<file path="src/hw/rtl/sre_pkg.sv">
// Shared types and constants of the Sobel row edge detector.
`default_nettype none

package sre_pkg;

  localparam int PIX_W       = 8;
  localparam int COL_W       = 12;
  localparam int ROW_W       = 12;
  localparam int VAL_W       = 11;
  localparam int GRAD_W      = 11;
  localparam int SQ_W        = 20;
  localparam int SUM_W       = 21;
  localparam int ROOT_W      = 22;
  localparam int ROOT_STEPS  = 11;
  localparam int STEP_W      = 4;
  localparam int WIDTH_W     = 13;
  localparam int MARGIN_W    = 7;
  localparam int CFG_IDX_W   = 3;
  localparam int CFG_DATA_W  = 13;
  localparam int IN_TDATA_W  = 24;
  localparam int OUT_TDATA_W = 40;
  localparam int QUEUE_DEPTH = 4;
  localparam int QPTR_W      = 2;
  localparam int QCNT_W      = 3;

  localparam logic [VAL_W-1:0] CLEAN_HIGH = VAL_W'(255);

  typedef enum logic [CFG_IDX_W-1:0] {
    REG_ROW_WIDTH  = 3'd0,
    REG_MARGIN     = 3'd1,
    REG_ROW_INDEX  = 3'd2,
    REG_H_ENABLE   = 3'd3,
    REG_V_ENABLE   = 3'd4,
    REG_CLEAN      = 3'd5,
    REG_THRESHOLD  = 3'd6
  } cfg_reg_t;

  typedef struct packed {
    logic [WIDTH_W-1:0]  row_width;
    logic [MARGIN_W-1:0] margin;
    logic [ROW_W-1:0]    row_index;
    logic                h_enable;
    logic                v_enable;
    logic                clean_enable;
    logic [VAL_W-1:0]    threshold;
  } cfg_t;

  typedef struct packed {
    logic signed [GRAD_W-1:0] gx;
    logic signed [GRAD_W-1:0] gy;
    logic [COL_W-1:0]         column;
    logic                     last;
    logic                     row_start;
  } job_t;

  typedef struct packed {
    logic [PIX_W-1:0] above;
    logic [PIX_W-1:0] center;
    logic [PIX_W-1:0] below;
  } pix_col_t;

  typedef struct packed {
    logic [COL_W-1:0] column;
    logic [ROW_W-1:0] row;
    logic [VAL_W-1:0] edge_value;
    logic             is_edge;
    logic             last;
  } result_t;

endpackage

`default_nettype wire

</file>
<file path="src/hw/rtl/sre_front.sv">
// Front end: column window, column counter, span test and gradient sums.
`default_nettype none

module sre_front #(
  parameter int MAX_WIDTH = 4096
) (
  input  wire                 clk,
  input  wire                 rst,
  input  wire sre_pkg::cfg_t  cfg,
  input  wire                 in_valid,
  output logic                in_ready,
  input  wire sre_pkg::pix_col_t in_col,
  input  wire                 queue_full,
  output logic                push,
  output sre_pkg::job_t       push_job
);
  import sre_pkg::*;

  localparam int CNT_W = $clog2(MAX_WIDTH);
  localparam int MW_W  = $clog2(MAX_WIDTH + 1);
  localparam int EW    = ((MW_W > WIDTH_W) ? MW_W : WIDTH_W) + 1;
  localparam logic [EW-1:0] MAX_W_E = EW'(MAX_WIDTH);
  localparam logic [EW-1:0] MIN_W_E = EW'(3);

  pix_col_t          win0;
  pix_col_t          win1;
  logic [CNT_W-1:0]  count;
  logic [CNT_W-1:0]  count_next;
  logic              row_start;

  logic              accept;
  logic              produce;
  logic [EW-1:0]     width_e;
  logic [EW-1:0]     count_e;
  logic [EW-1:0]     col_e;
  logic [EW-1:0]     m_e;
  logic [EW-1:0]     last_e;
  logic [PIX_W+1:0]  sum_a;
  logic [PIX_W+1:0]  sum_b;
  logic [PIX_W+1:0]  sum_l;
  logic [PIX_W+1:0]  sum_r;

  assign in_ready = !queue_full;
  assign accept   = in_valid && in_ready;

  always_comb begin
    width_e = EW'(cfg.row_width);
    if (width_e < MIN_W_E) width_e = MIN_W_E;
    if (width_e > MAX_W_E) width_e = MAX_W_E;
    m_e     = (cfg.margin == '0) ? EW'(1) : EW'(cfg.margin);
    count_e = EW'(count);
    col_e   = count_e - EW'(1);
    last_e  = width_e - m_e - EW'(1);
    produce = (count_e < width_e) && (count != '0) && ((m_e << 1) < width_e) &&
              (col_e >= m_e) && (col_e <= last_e);
    count_next = ((count_e + EW'(1)) >= width_e) ? '0 : count + CNT_W'(1);
  end

  // Column sums: win1 is the left neighbour, win0 the centre, in_col the right.
  always_comb begin
    sum_a = {2'b00, win1.above} + {1'b0, win0.above, 1'b0} + {2'b00, in_col.above};
    sum_b = {2'b00, win1.below} + {1'b0, win0.below, 1'b0} + {2'b00, in_col.below};
    sum_l = {2'b00, win1.above} + {1'b0, win1.center, 1'b0} + {2'b00, win1.below};
    sum_r = {2'b00, in_col.above} + {1'b0, in_col.center, 1'b0} + {2'b00, in_col.below};
  end

  assign push = accept && produce;

  always_comb begin
    push_job.gx        = cfg.h_enable ?
                         ($signed({1'b0, sum_a}) - $signed({1'b0, sum_b})) : '0;
    push_job.gy        = cfg.v_enable ?
                         ($signed({1'b0, sum_l}) - $signed({1'b0, sum_r})) : '0;
    push_job.column    = col_e[COL_W-1:0];
    push_job.last      = (col_e == last_e);
    push_job.row_start = row_start;
  end

  always_ff @(posedge clk) begin
    if (rst) begin
      win0      <= '0;
      win1      <= '0;
      count     <= '0;
      row_start <= 1'b0;
    end else if (accept) begin
      win1  <= win0;
      win0  <= in_col;
      count <= count_next;
      // Column 0 restarts suppression; the flag rides with the next request.
      if (count == '0) begin
        row_start <= 1'b1;
      end else if (produce) begin
        row_start <= 1'b0;
      end
    end
  end

endmodule

`default_nettype wire

</file>
<file path="src/hw/rtl/sre_queue.sv">
// Short request queue between front and back end.
`default_nettype none

module sre_queue (
  input  wire                 clk,
  input  wire                 rst,
  input  wire                 push,
  input  wire sre_pkg::job_t  push_job,
  input  wire                 pop,
  output sre_pkg::job_t       head,
  output logic                full,
  output logic                empty
);
  import sre_pkg::*;

  job_t              slots [QUEUE_DEPTH];
  logic [QPTR_W-1:0] wr_ptr;
  logic [QPTR_W-1:0] rd_ptr;
  logic [QCNT_W-1:0] count;

  assign full  = (count == QCNT_W'(QUEUE_DEPTH));
  assign empty = (count == '0);
  assign head  = slots[rd_ptr];

  always_ff @(posedge clk) begin
    if (push) begin
      slots[wr_ptr] <= push_job;
    end
  end

  always_ff @(posedge clk) begin
    if (rst) begin
      wr_ptr <= '0;
      rd_ptr <= '0;
      count  <= '0;
    end else begin
      if (push) wr_ptr <= wr_ptr + QPTR_W'(1);
      if (pop)  rd_ptr <= rd_ptr + QPTR_W'(1);
      case ({push, pop})
        2'b10:   count <= count + QCNT_W'(1);
        2'b01:   count <= count - QCNT_W'(1);
        default: count <= count;
      endcase
    end
  end

endmodule

`default_nettype wire

</file>
<file path="src/hw/rtl/sre_back.sv">
// Back end: squares, iterative square root, cleanup and output register.
`default_nettype none

module sre_back (
  input  wire                 clk,
  input  wire                 rst,
  input  wire sre_pkg::cfg_t  cfg,
  input  wire sre_pkg::job_t  head,
  input  wire                 empty,
  output logic                pop,
  output logic                out_valid,
  input  wire                 out_ready,
  output sre_pkg::result_t    out_data
);
  import sre_pkg::*;

  typedef enum logic [2:0] {
    ST_IDLE,
    ST_MUL,
    ST_ADD,
    ST_ROOT,
    ST_DONE
  } state_t;

  state_t              state;
  job_t                job;
  logic [SQ_W-1:0]     sq_x;
  logic [SQ_W-1:0]     sq_y;
  logic [SUM_W-1:0]    rem;
  logic [ROOT_W-1:0]   res;
  logic [STEP_W-1:0]   step;
  logic [MARGIN_W-1:0] sup;

  logic [2*GRAD_W-1:0] prod_x;
  logic [2*GRAD_W-1:0] prod_y;
  logic [ROOT_W-1:0]   root_bit;
  logic [ROOT_W-1:0]   trial;
  logic                take;
  logic [VAL_W-1:0]    mag;
  logic [VAL_W-1:0]    val;
  logic [MARGIN_W-1:0] sup_start;
  logic [MARGIN_W-1:0] sup_next;
  logic                out_free;

  assign pop      = (state == ST_IDLE) && !empty;
  assign out_free = !out_valid || out_ready;

  always_comb begin
    prod_x   = $signed(job.gx) * $signed(job.gx);
    prod_y   = $signed(job.gy) * $signed(job.gy);
    root_bit = ROOT_W'(1) << {step, 1'b0};
    trial    = res + root_bit;
    take     = ({1'b0, rem} >= trial);
  end

  // With cleanup enabled, binarise and suppress the following columns after an edge.
  always_comb begin
    mag       = res[VAL_W-1:0];
    sup_start = job.row_start ? '0 : sup;
    val       = mag;
    sup_next  = sup_start;
    if (cfg.clean_enable) begin
      if (sup_start != '0) begin
        val      = '0;
        sup_next = sup_start - MARGIN_W'(1);
      end else if (mag >= cfg.threshold) begin
        val      = CLEAN_HIGH;
        sup_next = ((cfg.margin == '0) ? MARGIN_W'(1) : cfg.margin) - MARGIN_W'(1);
      end else begin
        val      = '0;
      end
    end
    if (job.last) sup_next = '0;
  end

  always_ff @(posedge clk) begin
    if (rst) begin
      state     <= ST_IDLE;
      out_valid <= 1'b0;
      sup       <= '0;
      step      <= '0;
    end else begin
      if ((state == ST_DONE) && out_free) begin
        out_valid <= 1'b1;
      end else if (out_ready) begin
        out_valid <= 1'b0;
      end
      unique case (state)
        ST_IDLE: begin
          if (!empty) begin
            job   <= head;
            state <= ST_MUL;
          end
        end
        ST_MUL: begin
          sq_x  <= prod_x[SQ_W-1:0];
          sq_y  <= prod_y[SQ_W-1:0];
          state <= ST_ADD;
        end
        ST_ADD: begin
          rem   <= SUM_W'(sq_x) + SUM_W'(sq_y);
          res   <= '0;
          step  <= STEP_W'(ROOT_STEPS - 1);
          state <= ST_ROOT;
        end
        ST_ROOT: begin
          if (take) begin
            rem <= rem - trial[SUM_W-1:0];
            res <= (res >> 1) + root_bit;
          end else begin
            res <= res >> 1;
          end
          if (step == '0) begin
            state <= ST_DONE;
          end else begin
            step <= step - STEP_W'(1);
          end
        end
        ST_DONE: begin
          // Hold the result until the output register is free.
          if (out_free) begin
            out_data.column     <= job.column;
            out_data.row        <= cfg.row_index;
            out_data.edge_value <= val;
            out_data.is_edge    <= (val >= cfg.threshold);
            out_data.last       <= job.last;
            sup                 <= sup_next;
            state               <= ST_IDLE;
          end
        end
        default: state <= ST_IDLE;
      endcase
    end
  end

endmodule

`default_nettype wire

</file>
<file path="src/hw/rtl/sobel_row_edge_detector_unit.sv">
// Top level of the Sobel row edge detector: registers, front, queue, back.
//
//   channel  direction  handshake              payload
//   s_*      in         s_tvalid / s_tready    s_tdata: pixel_above, pixel_center, pixel_below
//   m_*      out        m_tvalid / m_tready    m_tdata: column, row, edge_value, is_edge;
//                                              m_tlast: last
//   cfg_*    in         cfg_valid / cfg_ready  cfg_index, cfg_data
//
// A column that yields no result is taken whenever the queue is not full. A result column
// goes through the back end in order: dequeue, square, sum, 11 root steps and output write;
// the square root settles one bit a step. A four-entry queue lets the front keep taking
// columns meanwhile. Reset is synchronous and clears all control state.
// A stalled m_tready holds the result in the output register and lets the queue fill.
`default_nettype none

module sobel_row_edge_detector_unit #(
  parameter int MAX_WIDTH = 4096
) (
  input  wire                                clk,
  input  wire                                rst,
  // pixel_above [7:0], pixel_center [15:8], pixel_below [23:16]
  input  wire [sre_pkg::IN_TDATA_W-1:0]      s_tdata,
  input  wire                                s_tvalid,
  output logic                               s_tready,
  // column [11:0], row [23:12], edge_value [34:24], is_edge [35], zero [39:36]
  output logic [sre_pkg::OUT_TDATA_W-1:0]    m_tdata,
  output logic                               m_tlast,
  output logic                               m_tvalid,
  input  wire                                m_tready,
  input  wire                                cfg_valid,
  output logic                               cfg_ready,
  input  wire [sre_pkg::CFG_IDX_W-1:0]       cfg_index,
  input  wire [sre_pkg::CFG_DATA_W-1:0]      cfg_data
);
  import sre_pkg::*;

  cfg_t     cfg;
  pix_col_t in_col;
  job_t     push_job;
  job_t     head;
  result_t  out_data;
  logic     push;
  logic     pop;
  logic     q_full;
  logic     q_empty;

  assign cfg_ready = 1'b1;

  always_ff @(posedge clk) begin
    if (rst) begin
      cfg.row_width    <= WIDTH_W'(640);
      cfg.margin       <= MARGIN_W'(3);
      cfg.row_index    <= '0;
      cfg.h_enable     <= 1'b0;
      cfg.v_enable     <= 1'b1;
      cfg.clean_enable <= 1'b1;
      cfg.threshold    <= VAL_W'(100);
    end else if (cfg_valid && cfg_ready) begin
      unique case (cfg_index)
        REG_ROW_WIDTH: cfg.row_width    <= cfg_data[WIDTH_W-1:0];
        REG_MARGIN:    cfg.margin       <= cfg_data[MARGIN_W-1:0];
        REG_ROW_INDEX: cfg.row_index    <= cfg_data[ROW_W-1:0];
        REG_H_ENABLE:  cfg.h_enable     <= cfg_data[0];
        REG_V_ENABLE:  cfg.v_enable     <= cfg_data[0];
        REG_CLEAN:     cfg.clean_enable <= cfg_data[0];
        REG_THRESHOLD: cfg.threshold    <= cfg_data[VAL_W-1:0];
        default:       cfg              <= cfg;
      endcase
    end
  end

  assign in_col.above  = s_tdata[PIX_W-1:0];
  assign in_col.center = s_tdata[2*PIX_W-1:PIX_W];
  assign in_col.below  = s_tdata[3*PIX_W-1:2*PIX_W];

  sre_front #(
    .MAX_WIDTH (MAX_WIDTH)
  ) u_front (
    .clk        (clk),
    .rst        (rst),
    .cfg        (cfg),
    .in_valid   (s_tvalid),
    .in_ready   (s_tready),
    .in_col     (in_col),
    .queue_full (q_full),
    .push       (push),
    .push_job   (push_job)
  );

  sre_queue u_queue (
    .clk      (clk),
    .rst      (rst),
    .push     (push),
    .push_job (push_job),
    .pop      (pop),
    .head     (head),
    .full     (q_full),
    .empty    (q_empty)
  );

  sre_back u_back (
    .clk       (clk),
    .rst       (rst),
    .cfg       (cfg),
    .head      (head),
    .empty     (q_empty),
    .pop       (pop),
    .out_valid (m_tvalid),
    .out_ready (m_tready),
    .out_data  (out_data)
  );

  assign m_tdata = {4'b0000, out_data.is_edge, out_data.edge_value,
                    out_data.row, out_data.column};
  assign m_tlast = out_data.last;

endmodule

`default_nettype wire

</file>
<file path="config.mk">
export PLATFORM = sky130hd
export DESIGN_NAME = sobel_row_edge_detector_unit
export DESIGN_NICKNAME = d
export VERILOG_FILES = /design/src/hw/rtl/sre_pkg.sv /design/src/hw/rtl/sre_front.sv /design/src/hw/rtl/sre_queue.sv /design/src/hw/rtl/sre_back.sv /design/src/hw/rtl/sobel_row_edge_detector_unit.sv
export SDC_FILE = /design/constraint.sdc
export NUM_CORES = 1
export LEC_CHECK = 0
export BUFFER_PORTS_ARGS = -buffer_cell sky130_fd_sc_hd__buf_2
export CORE_ASPECT_RATIO = 1.5
export CORE_MARGIN = 8
export CORE_UTILIZATION = 56
export CTS_CLUSTER_SIZE = 12
export DETAILED_ROUTE_END_ITERATION = 12
export GPL_TIMING_DRIVEN = 1
export PLACE_DENSITY = 0.76
export SETUP_SLACK_MARGIN = 0.1
export SLEW_MARGIN = 15
export SYNTH_ARGS = -nofsm -noshare
export SYNTH_HDL_FRONTEND = slang
export SYNTH_HIERARCHICAL = 1
export SYNTH_SLANG_ARGS = --single-unit
</file>
<file path="constraint.sdc">
create_clock -name clk -period 5.95 [get_ports clk]
set_clock_uncertainty 0.15 [all_clocks]
set_input_delay 0 -clock clk [delete_from_list [all_inputs] [get_ports clk]]
set_output_delay 0 -clock clk [all_outputs]
set_load 0.05 [all_outputs]
</file>
# After elaboration in Yosys (flattened, before gate mapping)
# Memory sizes are Yosys's and may differ from the RTL's. A register that Yosys moved wholly into a read port is not among the register bits.
# Index checks and enable logic that the tools add are counted.
word_totals:
  mem_bits_rw: 144
  word_cells: 164
  regBits: 249
  mem_count: 1
  in_bits: 45
  out_inout_bits: 44
op_classes:
  n_shift: 1
  n_bitwise: 2
  muxes: 32
  n_mul: 2
  n_eq_ne: 19
  reduce_logical: 40
  n_lt_le_gt_ge: 10
  n_addsub: 26
memory_table:
  columns: ["memory", "words", "width", "rd", "rd_ports_with_merged_regs", "write_ports", "line_no", "text"]
  rows:
  - ["u_queue.slots", 4, 36, 1, 1, 1, "sre_queue.sv:16", "job_t slots [QUEUE_DEPTH];"]
op_table:
  columns: ["op", "count"]
  rows:
  - ["two-way mux 7 bit", 7]
  - ["two-way mux 11 bit", 4]
  - ["case mux 22 bit (2 select lines)", 1]
  - ["case mux 21 bit (2 select lines)", 1]
  - ["adder 10 x 8 -> 10 bit", 4]
  - ["adder 8 x 9 -> 10 bit", 4]
  - ["multiplier 11 x 11 -> 20 bit", 2]
  - [">= comparator 14 bit", 2]
  - ["AND reduction 2 bit", 12]
  - ["adder 21 x 22 -> 22 bit", 1]
  - ["adder 22 bit", 1]
  - [">= comparator 11 bit", 2]
  - [">= comparator 21 x 22 -> 1 bit", 1]
  - ["two-way mux 22 bit", 1]
  - ["left shift 1 x 5 -> 22 bit (first input constant)", 1]
  - ["subtractor 10 x 10 -> 11 bit", 2]
  - ["adder 20 x 20 -> 21 bit", 1]
  - ["two-way mux 21 bit", 1]
  - ["subtractor 21 bit", 1]
  - ["equality test 3 bit (second input constant)", 5]
  - ["case mux 3 bit (5 select lines)", 1]
  - ["equality test 14 bit", 1]
  - ["less-or-equal comparator 14 bit", 1]
  - ["< comparator 12 x 14 -> 1 bit", 1]
  - ["other kinds (40)", 74]

# Depth between registers and ports, before layout
depth:
  word_depth: 12
  ltp_mapped: 26
  mapped_depth_nobuf: 26

# Hierarchy
# Netlist, hierarchy kept.
modules_own_cells:
  columns: ["module", "seq_area_each_um2", "instances", "area_per_inst_um2", "cells_each"]
  rows:
  - ["sre_back", 4924.7, 1, 17936.0, 1833]
  - ["sre_front", 1221.2, 1, 6663.9, 818]
  - ["sre_queue", 4504.3, 1, 5683.0, 235]
  - ["sobel_row_edge_detector_unit", 920.9, 1, 1989.4, 191]

# Worst setup path after synthesis
# OpenSTA, ideal clock, no wires.
synth_path:
  path_type: "register to register"
  startpoint: "reg, netlist name cfg[40]"
  endpoint: "mem u_queue/slots[0][0] (netlist bit), enable pin"
  setup_time_ns: 0.397
  path_slack_ns: -0.071
  path_buffers: 0
  path_stages_with_launch: 21
  required_ns: 5.403
  synth_period_minus_slack_ns: 6.021
  t_arrival_ns: 5.474
  path_cell_list: "dfxtp_1 nor4_1 nand3_1 o31ai_1 nand2_1 inv_1 ha_1 inv_1 nor2_1 o31a_1 o41ai_1 or2_2 a32oi_1 ha_1 and4_1 a21oi_1 a21boi_0 a2111oi_0 nor2_1 nor3_1 and2_1"
synth_between:
  elab_chain_cells: 12
  elab_cells_between_ends: 16
  classes_between: "2 x add/sub; 5 x order compare; 4 x mux; 5 x reduce/logical"
synth_rtl:
  columns: ["element", "line_no", "text"]
  rows:
  - ["< comparator 13 x 2 -> 1 bit", "sre_front.sv:48", "if (width_e < MIN_W_E) width_e = MIN_W_E;"]
  - ["two-way mux 13 bit *", "sre_front.sv:48", null]
  - ["> comparator 13 bit", "sre_front.sv:49", "if (width_e > MAX_W_E) width_e = MAX_W_E;"]
  - ["two-way mux 14 bit *", "sre_front.sv:49", null]
  - ["parallel branches: the longest is 4 deep, another holds subtractor 14 bit", null, null]
  - ["logical AND 1 bit *", "sre_front.sv:55", "(col_e >= m_e) && (col_e <= last_e);"]
  - ["logical AND 1 bit *", "sre_front.sv:67", "assign push = accept && produce;"]
  - ["named net push", "sobel_row_edge_detector_unit.sv:42", "logic push;"]
  - ["two-way mux 1 bit *", "sre_queue.sv:26", "if (push) begin"]
  - ["two-way mux 1 bit (not written as such) *", "sre_queue.sv:27", "slots[wr_ptr] <= push_job;"]
  - ["to (decl)", "sre_queue.sv:16", null]
# Mark *: on every way through the listed nets, which the timed path passes.

# Worst setup path in the final report
layout_path:
  startpoint: "reg u_back/job[26] (netlist bit)"
  endpoint: "reg u_back.sq_x[19], data pin"
layout_between:
  elab_chain_cells: 1
layout_rtl:
  columns: ["element", "line_no", "text"]
  rows:
  - ["from (decl)", "sre_back.sv:26", "job_t job;"]
  - ["from (signal assigned)", "sre_back.sv:91", "job <= head;"]
  - ["multiplier 11 x 11 -> 20 bit", "sre_back.sv:49", "prod_x = $signed(job.gx) * $signed(job.gx);"]
  - ["named net u_back.prod_x[19]", "sre_back.sv:34", "logic [2*GRAD_W-1:0] prod_x;"]
  - ["to (signal assigned)", "sre_back.sv:96", "sq_x <= prod_x[SQ_W-1:0];"]
  - ["to (decl)", "sre_back.sv:27", "logic [SQ_W-1:0] sq_x;"]
# The timed path passes the listed nets, and every way through them passes these cells.
# A chain may end at the register's enable or synchronous reset.

==> run summary <==
Outcome: finished clean
Reg clk slew, reported paths: 60 ps
Ys async rst share: 0%
XOR/XNOR Fraction of Synth Area: 4.45%
Core Area: 57400 µm²
Setup TNS: 0 ps
Initial antenna violation count: 0
Hold path endpoint: cfg[40]
H-tree levels: 2
HP Start: cfg_data[7]
Row Count: 108
R2R depth: 19
CTS Buf Count: 45
Reg-to-Reg End: u_back/sq_x[19]
Worst Path Max Fanout: 4
CTS Buffer Depth: 3
Cell count after synthesis: 3077
Final Wtd Congestion: 0.910
ANT cells: 0
Via Count: 22700
Critical path capture point type: flip-flop
Final WL: 74300 µm
First-pass GRT wire length: 120000 µm
Final Slew Violations: 0
Synth Area in Adders: 26.0%
DRC viols: 0
Post-Synth Simple-Gate Area: 12.8%
Max-cap viol count: 0
Vias in the first global route: 24400
Die height: 310 µm
Sequential element share of the synthesized area: 35.9%
Detail-routed net length per standard cell: 18.2 µm
Final worst path period share: 94.8%
Largest net degree at the start of global routing: 90
Number of I/O port buffers: 83
CTS root buf: clkbuf_16
Fmax: 0.177 GHz
Area delta synth->final: 13.2%
Hold depth: 4
Pin slew with the least headroom to its limit: 1190 ps
CP required: 6130 ps
Initial Utilization: 56.2%
Syn_area_per_cell: 10.5 µm²
Pre-antenna DRT Iters: 6
Largest family of logic cells by synthesized area: adder cells
Post-synthesis mux area share: 4.35%
GRT overflow: 0
Post-synth EDFFs: 298
Yosys Warn Count: 6
Die area: 65700 µm²
Primary FF master, synth: edfxtp_1
Post-route ant nets: 0
Crit path DAT: 5820 ps
RSZ-0062 raised after global routing: false
Initial drt markers: 1253
Hold/Removal Path Class: input pin to flip-flop
Final net count: 3838
Final hold vios: 0
Worst Setup Start Kind: flip-flop
Via-to-Cell Ratio: 5.56
Unique masters post-synth: 100
Die W: 212 µm
CTS tree: built
Slew margin rel.: 20.6%
Post-Syn Area: 32300 µm²
Worst-skew pair later-pin latency: 590 ps
Crit path time final: 5640 ps
Final setup vio count: 0
IO Count: 89
Clock sinks: 429
Gr usage total: 22.7%
Dpl hpwl: 55800 µm
Crit path kind: flip-flop to flip-flop
Share of layout cells above drive strength 1: 11.2%
Synth Area in Compound Gates: 9.49%
Worst flop-to-flop path startpoint: u_back/job[26]
Yosys reg bits: 429
Fillers: 4399
R2r setup slk: 310 ps
-- layout make-up --
cell class | count | area [µm²] | area share, %
timing repair buffer | 269 | 2130 | 5.82
sequential | 429 | 11600 | 31.7
tap | 770 | 963 | 2.64
clock buffer | 71 | 1310 | 3.58
multi-input combinational | 2083 | 18700 | 51.2
inverter | 450 | 1690 | 4.64
clock inverter | 9 | 159 | 0.435
-- worst max-delay path, cell delays in order, from the launching register on --
cell	delay, ps
edfxtp_1	440
buf_4	180
and2_1	160
fa_1	510
inv_1	50
fa_1	500
fa_1	540
inv_1	60
fa_1	540
inv_1	60
fa_1	520
inv_1	40
ha_1	300
and3_1	190
a2111oi_4	320
buf_4	170
nor3b_1	50
a311o_1	370
a21oi_2	150
xnor2_1	70
-- cells in the mapped netlist, types with 50 or more instances --
| cell type | number | area share (%) |
|---|---|---|
| mux2i_1 | 57 | 1.8 |
| dfxtp_1 | 131 | 8.1 |
| ha_1 | 262 | 10 |
| a21oi_1 | 165 | 2.6 |
| edfxtp_1 | 298 | 28 |
| and2_1 | 89 | 1.7 |
| xor2_1 | 52 | 1.4 |
| xnor2_1 | 112 | 3.0 |
| nand2_1 | 264 | 3.1 |
| clkbuf_1 | 82 | 0.95 |
| inv_1 | 448 | 5.2 |
| fa_1 | 253 | 16 |
| nand2b_1 | 70 | 1.4 |
| o21ai_0 | 67 | 1.0 |
| nor3_1 | 50 | 0.78 |
| nor2_1 | 184 | 2.1 |
-- registers in the layout (all words and copies together) (netlist names), 7 cells and up, named ones only --
name             cells
u_back/res          22
u_front/win0        24
cfg                 46
u_back/out_data     37
u_back/job          36
u_back/sq_x         19
u_queue/slots      144
u_back/sup           7
u_front/win1        24
u_back/sq_y         19
u_front/count       12
u_back/rem          21
-- layout by cell type (no fill, tap or decap), types with 8 or more instances in the layout --
master and count:
a2111oi_0 9, fa_1 251, clkbuf_1 18, mux4_2 30, nand3b_1 8, xnor2_1 112
and3_1 28, nor3_1 46, inv_1 443, nand3_1 31, o31ai_1 14, nand2b_1 69
o211ai_1 10, o21ai_0 66, dlygate4sd3_1 88, a21oi_1 161, nand4_1 9, nor2b_1 35
edfxtp_1 298, mux2i_1 57, ha_1 258, o21a_1 13, xor2_1 52, buf_4 91
dfxtp_1 129, a211oi_2 10, nand2_1 264, a21o_1 38, o21bai_1 20, nor2_1 180
a211oi_1 20, a31o_1 8, or3_1 12, clkbuf_16 46, buf_2 82, and2_1 82
or2_2 11, a31oi_1 14
-- logic make-up after synthesis --
| logic type | Yosys count |
|---|---|
| AOI/OAI and AO/OA | 466 |
| adders and majority gates | 518 |
| muxes | 93 |
| and+or+nand+nor | 837 |
| buffers and inverters | 568 |
| xor gates and xnor gates | 164 |
| DFF | 429 |
| other | 2 |
-- worst max path at each step --
stage                        start               to  slack, ps  cells after the start
floorplan           u_back/job[35]  u_back/sq_x[19]        130                     18
global route        u_back/step[0]    u_back/res[0]         70                     24
finish              u_back/job[26]  u_back/sq_x[19]        310                     19
global placement    u_back/job[20]  u_back/sq_y[17]        150                     19
CTS                 u_back/step[0]    u_back/res[3]        130                     23
detailed placement  u_back/job[20]  u_back/sq_y[17]          5                     19
-- routing by layer --
layer  vias to the layer above  GRT usage (%)  part of all wire (%)
met5                         -              0                     0
met4                         0           9.99                   4.5
met3                       191           2.49                   3.3
met2                       552           44.0                    55
met1                     11200           24.3                    37
li1                      10800              -                     -
-- repair_timing --
action | in CTS | in global routing
hold buffers | 88 | 0
setup endpoints to repair | 41 | 166
buffers inserted | 2 | 31
resized for setup | 3 | 51
pin swaps | 0 | 12
hold endpoints to repair | 112 | 0
-- through the flow --
stage / setup WS, ps / utilization, % / cells / instance area, µm² / hold WS, ps
after global routing: 74.1 / 63.6 / 4081 / 36500 / 159
after CTS: 128 / 62.8 / 4049 / 36000 / 115
after floorplan: 132 / - / 3080 / 32300 / -58.5
after global placement: 151 / 58.6 / 3879 / 33700 / 113
after detailed placement: 4.80 / 58.6 / 3879 / 33700 / 122
final: 311 / 63.6 / 4081 / 36500 / 152
Power is left out: the tool's default activity adds up to more than one toggle a clock period on the data nets, which glitch-free logic cannot reach.
